File: config.mk
export PLATFORM = sky130hd
export DESIGN_NAME = bps_ram
export DESIGN_NICKNAME = d
export VERILOG_FILES = /design/src/hw/rtl/bps_ram.sv
export SDC_FILE = /design/constraint.sdc
export NUM_CORES = 1
export LEC_CHECK = 0
export BUFFER_PORTS_ARGS = -buffer_cell sky130_fd_sc_hd__buf_4
export CELL_PAD_IN_SITES_DETAIL_PLACEMENT = 1
export CELL_PAD_IN_SITES_GLOBAL_PLACEMENT = 1
export CORE_MARGIN = 2
export CORE_UTILIZATION = 53
export DETAILED_ROUTE_END_ITERATION = 16
export PLACE_DENSITY = 0.77
export SYNTH_ARGS = -nofsm -noshare
export SYNTH_HDL_FRONTEND = slang
export SYNTH_SLANG_ARGS = --single-unit
File: constraint.sdc
create_clock -name clk -period 1.73 [get_ports clk]
set_input_delay 0.0865 -clock clk [delete_from_list [all_inputs] [get_ports clk]]
set_output_delay 0.0865 -clock clk [all_outputs]
set_load 0.02 [all_outputs]
File: src/hw/rtl/bps_ram.sv
`timescale 1ns / 1ps
`default_nettype none
// ---------------------------------------------------------------------------
// bps_ram
// Generic single-write, single-read RAM with registered read data.
// ---------------------------------------------------------------------------
module bps_ram #(
  parameter int WIDTH = 8,
  parameter int DEPTH = 16
) (
  input  wire logic                             clk,
  input  wire logic                             we,
  input  wire logic [(DEPTH>1?$clog2(DEPTH):1)-1:0] waddr,
  input  wire logic [WIDTH-1:0]                 wdata,
  input  wire logic [(DEPTH>1?$clog2(DEPTH):1)-1:0] raddr,
  output logic      [WIDTH-1:0]                 rdata
);

  logic [WIDTH-1:0] mem [DEPTH];

  always_ff @(posedge clk) begin
    if (we) begin
      mem[waddr] <= wdata;
    end
    rdata <= mem[raddr];
  end

endmodule
`default_nettype wire

Yosys cells after proc, flatten, opt, wreduce, memory -nomap -nowiden:

Memory sizes are Yosys's and may differ from the RTL's. A register that Yosys moved wholly into a read port is not among the register bits.
Index checks and enable logic that the tools add are counted.

* mux-type cells: 2

Operators with widths (count)
* $mux W1: 2

* register bits: 0
* memory bits (writable): 128
* input port bits: 18
* output and inout bits: 8
* logic and storage cells: 3
* memories: 1

Memory list
* mem: depth 16, bits a word 8, rd ports 1, clocked after memory_dff 1, wr ports 1, RTL line 19 `logic [WIDTH-1:0] mem [DEPTH];`

Longest topological paths before layout:

* depth in word-level cells: 2
* gate-level depth with buffers: 5

Worst setup path after synthesis:

Ideal clock, no wire load.

* path type: input to register
* from: input waddr[2] (netlist name)
* to: memory mem[0][0] (enable)
* arrival: 1196 ps
* data required time: 1347 ps
* path slack: 151 ps
* cell stages on the path: 2
* path buffers: 0
* cell sequence: or3b_2 -> nor3_1

RTL lines
* start: declaration: RTL line 13 `input wire logic [(DEPTH>1?$clog2(DEPTH):1)-1:0] waddr,`
* end: declaration: RTL line 19

Straight into the memory's write port.

==> metrics.md <==
| Metric | Value |
|---|---|
| Worst hold path depth | `3` |
| Achievable Freq | `691 MHz` |
| Detailed Place HPWL | `6570 um` |
| CP Capture Type | `register` |
| Layout cell share with drive strength beyond 1 | `31.5%` |
| RR Endpoint | `rdata[1]$_DFF_P_` |
| Worst Path Buf+Inv | `0` |
| Post-route design area | `0.00627 mm^2` |
| Count of final setup violators | `0` |
| Worst VDD drop | `0.000682 V` |
| Syn Std Cell Area | `0.00515 mm^2` |
| Flop2flop setup slack | `0.28 ns` |
| Synthesis-to-layout area growth | `21.9%` |
| Antenna violations before repair | `0` |
| HP Class | `in2reg` |
| Req. time, crit path | `2.12 ns` |
| Hold path endpoint | `mem[4][7]$_DFFE_PP_` |
| Top cells by area, synth | `edfxtp_1 75%, mux4_2 7.9%, mux4_1 7.1%` |
| Clock Latency Late Sink | `0.51 ns` |
| Initial Util | `55.2%` |
| Final hold viol count | `0` |
| Crit path cell chain | `mux4_1 -> a22oi_1 -> nand2_1` |
| Num ports | `26` |
| Fillers | `750` |
| Pre-antenna DRT Iters | `4` |
| Drt initial violations | `172` |
| Sequential area share after synthesis | `77.8%` |
| Leak | `2.14 nW` |
| Post-synth top area cell | `edfxtp_1` |
| Via/cell ratio | `6.00` |
| Worst path top cell family by delay | `multiplexers` |
| Routed Antenna Nets | `0` |
| Root Driver | `clkbuf_8` |
| Post-route minimum period | `1.45 ns` |
| Htree depth | `4` |
| Power per cell area | `1250 mW/mm^2` |
| Post-CTS resize count | `0` |
| GP Congestion | `0.749` |
| Setup TNS | `0 ns` |
| Hold path startpoint | `waddr[0]` |
| Total Wirelength | `11,600 um` |
| Die height | `103 um` |
| Postcts setup bufs | `0` |
| Critical Path AT | `1.84 ns` |
| Worst-margin pin slew | `0.452 ns` |
| Inserted Diodes | `0` |
| Synth cell types | `19` |
| CORE AREA | `0.00933 mm^2` |
| Placed cell area | `0.00558 mm^2` |
| Average size of a mapped cell | `22.5 um^2` |
| DR WL/cell | `26.8 um` |
| Critical-path top delay cell | `mux4_1` |
| Final Max Tran Viols | `0` |
| Largest net degree at the start of global routing | `33` |
| Unrepaired setup endpoints after global routing | `false` |
| Max_slew headroom | `69.9%` |
| Final period utilization | `83.7%` |
| First-pass GRT wire length | `17,700 um` |
| GRT Residual Overflow | `0` |
| Max Buffers Root-to-Sink | `2` |
| Clock-pin slew on the worst setup and hold paths | `0.06 ns` |
| Crit-path max FO | `1` |
| CTS sink count | `136` |
| Outcome | `finished, final reports clean` |
| Max Cap Violations | `0` |
| Worst reg2reg path depth | `3` |
| Port Buf Inserts | `25` |
| Clk_skew | `0.0108 ns` |
| CTS buffer count | `17` |
| CTS tree | `done` |
| DIE WIDTH | `103 um` |
| Total GRT Usage | `24.8%` |
| Synth Warn # | `0` |
| Syn_nets | `247` |
| CP max stage delay | `0.55 ns` |
| Reg-to-Reg Start | `mem[10][1]$_DFFE_PP_` |
| Post-synth top area share | `74.7%` |
| Setup crit start kind | `register` |
| Via count of the routed design | `2,603` |
| Post-Synthesis Cells | `229` |
| Synthesized flop and latch total | `136` |
| Drc violations | `0` |
| Layout Nets | `310` |
| Cts hold-fix bufs | `8` |
| Vias in the first global route | `2,823` |
| Setup Crit Path Kind | `reg2reg` |
| Row cnt | `35` |
| Die footprint | `0.0105 mm^2` |
[Yosys cell counts, drive strengths merged]
master and count:
mux4 32, nand3b 2, and2 1, nor3 4
nand2b 2, and2b 1, edfxtp 128, nor2 13
nand2 9, nor2b 1, a22oi 16, dfxtp 8
clkdlybuf4s25 3, or3b 1, nand3 1, buf 7
[area by class of cell]
class | instances | area (um^2) | area share, %
Sequential cell | 136 | 4000 | 63.8
Tap cell | 129 | 161 | 2.57
Timing Repair Buffer | 54 | 438 | 6.98
Clock buffer | 18 | 418 | 6.66
Multi-Input combinational cell | 83 | 1060 | 16.8
Clock inverter | 14 | 196 | 3.13
[kinds of logic after synthesis]
family,after synthesis,synth area share (%)
compound gates,16,2.33
buf+inv,10,1.68
flops,136,77.8
mux,32,15.0
simple gates,35,3.18
[stage by stage]
step                      utilization (%)  total power, mW  hold slack [ns]  setup slack, ns  instances
after floorplan                         -             3.98            0.185            0.151        229
after global placement               59.8             4.15            0.385            0.188        394
after detailed placement             59.8             4.17            0.399            0.189        394
after CTS                            67.3             7.90            0.103            0.273        434
after global routing                 67.3             8.06            0.126            0.244        434
final                                67.3             7.86            0.113            0.282        434
[worst max-delay path by stage]
stage | slack (ns) | cells after the start | start | to
global placement | 0.19 | 6 | raddr[0] | rdata[1]$_DFF_P_
floorplan | 0.15 | 2 | waddr[2] | mem[0][0]$_DFFE_PP_
finish | 0.28 | 3 | mem[10][1]$_DFFE_PP_ | rdata[1]$_DFF_P_
CTS | 0.27 | 3 | mem[10][1]$_DFFE_PP_ | rdata[1]$_DFF_P_
detailed placement | 0.19 | 6 | raddr[0] | rdata[1]$_DFF_P_
global route | 0.24 | 3 | mem[9][5]$_DFFE_PP_ | rdata[5]$_DFF_P_
[routing by layer]
layer,track usage (%),wire [um],vias to the layer above
met3,5.49,671,22
met2,40.2,5900,117
li1,-,-,1098
met5,0,0,-
met4,10.5,244,0
met1,33.1,4820,1366
[cells in the final DEF, fill, tap and decap left out]
cell type,count
clkinvlp_4,6
and2b_1,1
nor3_1,4
clkbuf_1,1
nand2_1,9
dlygate4sd3_1,8
clkbuf_16,16
a22oi_1,16
mux4_1,14
clkbuf_8,1
nor2_1,13
nand3_1,1
mux4_2,18
clkinv_2,1
inv_6,2
nor2b_1,1
bufinv_16,4
clkinv_4,1
buf_12,1
dfxtp_1,8
nand3b_1,2
edfxtp_1,128
and2_1,1
or3b_2,1
nand2b_1,2
buf_4,45
[worst register-to-register path: stages, from the launching register on]
cell and delay (ns):
edfxtp_1 0.39, mux4_1 0.55, a22oi_1 0.30, nand2_1 0.09
[power by group]
group / leakage [nW] / switching (mW) / total, mW / internal [mW]
clock: 0.280 / 1.38 / 3.73 / 2.35
combinational: 0.640 / 0.234 / 0.418 / 0.184
sequential: 1.22 / 0.0275 / 3.71 / 3.68
total: 2.14 / 1.64 / 7.86 / 6.21
[sequential cells by signal, indices dropped and copies added (netlist names)]
register  flops
mem         128
rdata         8
Power figures use the tool's default switching activity.
