===== config.mk =====
export PLATFORM = sky130hd
export DESIGN_NAME = bps_axis_cell
export DESIGN_NICKNAME = d
export VERILOG_FILES = /design/src/hw/rtl/bps_pkg.sv /design/src/hw/rtl/bps_axis_cell.sv
export SDC_FILE = /design/constraint.sdc
export NUM_CORES = 1
export LEC_CHECK = 0
export BUFFER_PORTS_ARGS = -buffer_cell sky130_fd_sc_hd__buf_2
export CAP_MARGIN = 20
export CORE_AREA = 4 4 202 204
export DETAILED_ROUTE_END_ITERATION = 8
export DIE_AREA = 0 0 206 208
export GPL_TIMING_DRIVEN = 0
export SYNTH_ARGS = -nofsm -noshare
export SYNTH_HDL_FRONTEND = slang
export SYNTH_SLANG_ARGS = --single-unit

===== constraint.sdc =====
create_clock -name clk -period 17.65 [get_ports clk]
set_input_delay 3.53 -clock clk [delete_from_list [all_inputs] [get_ports clk]]
set_output_delay 3.53 -clock clk [all_outputs]
set_load 0.01 [all_outputs]

===== src/hw/rtl/bps_pkg.sv =====
`timescale 1ns / 1ps
`default_nettype none
// ---------------------------------------------------------------------------
// bps_pkg
// Shared types and constants for the blob proximity search block.
// ---------------------------------------------------------------------------
package bps_pkg;

  localparam int COORD_W = 20;
  localparam int LABEL_W = 5;
  localparam int DSQ_W   = 42;

  localparam logic [1:0] ACT_LOAD   = 2'd0;
  localparam logic [1:0] ACT_QUERY  = 2'd1;
  localparam logic [1:0] ACT_REPORT = 2'd2;
  localparam logic [1:0] ACT_CLEAR  = 2'd3;

  // One stored point on its way down the distance chain.
  typedef struct packed {
    logic                      vld;
    logic [LABEL_W-1:0]        label;
    logic signed [COORD_W-1:0] x;
    logic signed [COORD_W-1:0] y;
    logic signed [COORD_W-1:0] z;
    logic [DSQ_W-1:0]          psum;
  } pt_t;

endpackage
`default_nettype wire


===== src/hw/rtl/bps_axis_cell.sv =====
`timescale 1ns / 1ps
`default_nettype none
// ---------------------------------------------------------------------------
// bps_axis_cell
// One cell of the distance chain: squares one axis difference and adds it
// to the partial sum handed on by the previous cell.
// ---------------------------------------------------------------------------
module bps_axis_cell #(
  parameter int AXIS = 0
) (
  input  wire logic                                clk,
  input  wire logic                                rst_n,
  input  wire logic signed [bps_pkg::COORD_W-1:0]  q,
  input  wire bps_pkg::pt_t                        d_i,
  output bps_pkg::pt_t                             d_o
);

  logic signed [bps_pkg::COORD_W-1:0] s;
  logic signed [bps_pkg::COORD_W:0]   diff;
  logic [bps_pkg::COORD_W:0]          mag;
  logic [bps_pkg::DSQ_W-1:0]          sq;
  bps_pkg::pt_t                       d_r, d_nxt;

  always_comb begin
    case (AXIS)
      0:       s = d_i.x;
      1:       s = d_i.y;
      default: s = d_i.z;
    endcase
    diff  = (bps_pkg::COORD_W+1)'(q) - (bps_pkg::COORD_W+1)'(s);
    mag   = diff[bps_pkg::COORD_W] ? (bps_pkg::COORD_W+1)'(-diff)
                                   : (bps_pkg::COORD_W+1)'(diff);
    sq    = mag * mag;
    d_nxt = d_i;
    d_nxt.psum = d_i.psum + sq;
  end

  always_ff @(posedge clk) begin
    if (!rst_n) begin
      d_r.vld <= 1'b0;
    end else begin
      d_r.vld <= d_i.vld;
    end
    d_r.label <= d_nxt.label;
    d_r.x     <= d_nxt.x;
    d_r.y     <= d_nxt.y;
    d_r.z     <= d_nxt.z;
    d_r.psum  <= d_nxt.psum;
  end

  assign d_o = d_r;

endmodule
`default_nettype wire


Word-level counts from Yosys, hierarchy flattened
Index checks and enable logic that the tools add are counted.
Widths: inputs -> output; s select.
{ "totals": {"wordCells": 11, "register_bits": 108, "output_inout_bits": 108, "in_bits": 130} }
{ "op_classes": {"n_addsub": 3, "mux": 1, "n_mul": 1} }
{ "ops": {"columns": ["operator", "n"], "rows": [
  ["$add 42x42->42", 1],
  ["$mul 21x21->42", 1],
  ["$mux 21", 1],
  ["$neg 21->21", 1],
  ["$sub 20x20->21", 1]
]} }

Longest topological paths before layout
{ "logic_depth": {"depth_word": 5, "depth_mapped": 40} }

Worst setup path before layout
No wires, ideal clock.
{ "synth_path": {"path_type": "in2reg", "start": "in q[0] (netlist bit)", "end": "reg d_r, in the netlist d_o[41]", "t_required_ps": 17578, "slack_ps": 5315, "t_arrival_ps": 12263, "path_stages": 35, "path_buffers": 1, "cell_sequence": "inv_1 -> ha_1 -> fa_1 -> nor2b_1 -> o311ai_1 -> a21oi_2 -> xor2_1 -> nor3_1 -> nand3b_1 -> or3_1 -> o41ai_4 -> xor2_2 -> buf_4 -> nand2_1 -> fa_1 -> inv_1 -> fa_1 -> inv_1 -> fa_1 -> inv_1 -> fa_1 -> fa_1 -> fa_1 -> ha_1 -> ha_1 -> and3_1 -> a221o_1 -> a21o_1 -> a21oi_1 -> o21ai_0 -> o21bai_1 -> and2_1 -> o2111a_1 -> a211oi_1 -> xnor2_1"} }
{ "synth_lines": {"columns": ["element", "line", "source"], "rows": [
  ["from (decl)", "bps_axis_cell.sv:13", "input wire logic signed [bps_pkg::COORD_W-1:0] q,"],
  ["to (decl)", "bps_axis_cell.sv:22", "bps_pkg::pt_t d_r, d_nxt;"]
]} }

==> results.ini <==
[clock_tree]
numCtsBuffers=9
cts_tree=built
cts_resized=0
clkSlewWorstSetupHoldPaths_ps=80
post-cts-setup-buffers=0
cts_num_sinks=108
hold_buffers=0
ctsLongestPathBuffers=2
htreeDepth=3
root_buffer=clkbuf_16

[yosys]
synth-edff-count=0
synth_area_um2=16920
ys_types=76
synth-seq-cells=108
synth-xor-area-share_pct=4.327
synth.area.mux_share_pct=0.3106
synthCells=1792
synth_adder_area_share_pct=53.86
yosysWarningCount=0
ys_seq_area_share_pct=12.78
async_flop_share_pct=0
synth_simple_gate_area_share_pct=9.127
syn_avg_cell_area_um2=9.441
synth_compound_area_share_pct=7.692
synthFlopType=dfxtp_1
synth_top_family_by_area=adder cells

[drt]
num_vias=12400
firstDrtPassIters=5
viasPerCell=4.791
drc=0
wirelength_um=42220
wl_per_cell_um=16.31
ant_nets=0
drt_iter0_drc=547

[critical_path]
crit_type=in -> reg
worstSetupEndpointType=register
endpoint=d_o[41]$_DFF_P_
critical_path_depth=37
crit_top_cell=fa_1
start_kind=input pin
cpMaxStageDelayCell=xnor2_1
crit_path_start=d_i[91]
worstPathRequired_ps=17950
critPathBufInv=9
cp.arrival_ps=14620
cpPeakStageDelay_ps=720
path_delay_family=adder cells
worst-path-max-fanout=10

[global_routing]
grt_start_max_net_pins=20
grt_overflow_total=0
antenna_found_initial=0
grt_pass1_wl_um=71210
grt_usage_pct=21.02
grt_pass1_vias=13920

[cells_and_area]
mostFrequentLayoutCell=inv_1
final_cell_mix=480 x inv_1, 352 x fa_1, 245 x buf_2
nNetsFinal=2706
synthToLayoutAreaGrowth_pct=13.11
drive_above_1_share_pct=14.29
antenna_cells=0
largest_reg_flops=108

[die]
coreArea_um2=39280
pin_count=238
initial_utilization_pct=43.07
num_rows=73
fp.dieH_um=208
die-area_um2=42850
die_x_um=206

[sta]
fin_crit_sh_pct=81.11
hold_viol_final=0
max_slew_margin_pct=22.74
rsz0062_at_grt=no
setup_viol=0
timing.final.crit_period_ps=14320
worst_pin_slew_ps=1155
fmax_mhz=69.85
fin_setup_tns_ps=0
drv_slew=0

[placement]
place_hpwl_um=36520
io_buffers=237
place_congestion=0.8957

[min_path]
hp-class=in -> reg

[job]
max-cap-violations=0

[outcome]
outcome=finished clean

==> metal layers <==
layer	global-route usage, %	up-vias	part of all wire, %
met5	0	-	0
li1	-	5898	-
met1	27.79	6086	42
met3	3.897	74	5.9
met4	5.920	0	2.9
met2	35.41	345	49
==> worst min-delay path by stage <==
stage | slack [ps] | depth (start not counted) | end | start
6_report | 3250 | 1 | d_o[73]$_DFF_P_ | d_i[73]
5_1_grt | 3220 | 1 | d_o[74]$_DFF_P_ | d_i[74]
4_1_cts | 3220 | 1 | d_o[53]$_DFF_P_ | d_i[53]
3_5_place_dp | 3630 | 1 | d_o[73]$_DFF_P_ | d_i[73]
3_3_place_gp | 3630 | 1 | d_o[50]$_DFF_P_ | d_i[50]
2_1_floorplan | 3560 | 0 | d_o[100]$_DFF_P_ | d_i[100]
==> cells in the mapped netlist (all sizes together), types with 3 or more instances <==
cell / count / share of area (%)
a211oi: 9 / 0.43
dfxtp: 108 / 13
nor2b: 4 / 0.15
o21a: 10 / 0.44
nor3: 8 / 0.24
nand2b: 6 / 0.22
nand3: 7 / 0.21
and3: 6 / 0.22
xnor2: 53 / 2.8
o2111a: 3 / 0.20
nand3b: 3 / 0.13
nand4: 7 / 0.26
nor2: 136 / 3.0
a21o: 30 / 1.3
and2: 11 / 0.41
nand2: 150 / 3.3
or2: 4 / 0.15
mux2i: 3 / 0.18
xor2: 28 / 1.5
clkbuf: 29 / 0.64
a311oi: 3 / 0.16
nor4: 5 / 0.22
buf: 11 / 0.35
a211o: 3 / 0.16
fa: 352 / 42
inv: 489 / 11
a31oi: 13 / 0.52
o21ai: 27 / 0.82
o22ai: 4 / 0.15
o21bai: 9 / 0.40
ha: 165 / 12
o311ai: 3 / 0.16
a21oi: 54 / 1.6
==> stage by stage <==
stage	instance area (µm²)	hold slack, ps	utilization, %	worst slack (ps)	std cells
final	19130	3247	48.72	3334	2589
after floorplan	16970	3558	-	5315	1806
after detailed placement	18840	3634	47.96	2722	2571
after CTS	19120	3220	48.68	3132	2587
after global routing	19130	3222	48.72	2698	2589
after global placement	18810	3632	47.90	2816	2568
==> final cells by class <==
type | count | area [µm²]
plain buffers | 40 | 167.7
clock buffers | 9 | 225.2
clock inverters | 7 | 58.81
fillers | 3844 | 20140
inverters | 490 | 1839
multi-input cells | 1168 | 12800
flip-flops and latches | 108 | 2162
well taps | 525 | 656.9
repair buffers | 242 | 1224
==> kinds of logic after synthesis <==
group                      count (synthesis)
muxes                                      5
adders and majority gates                517
xor gates and xnor gates                  81
AOI/OAI and AO/OA                        190
and+or+nand+nor                          359
buffers and inverters                    530
other                                      2
DFF                                      108
Power is left out: the tool's default activity adds up to more than one toggle a clock period on the data nets, which glitch-free logic cannot reach.
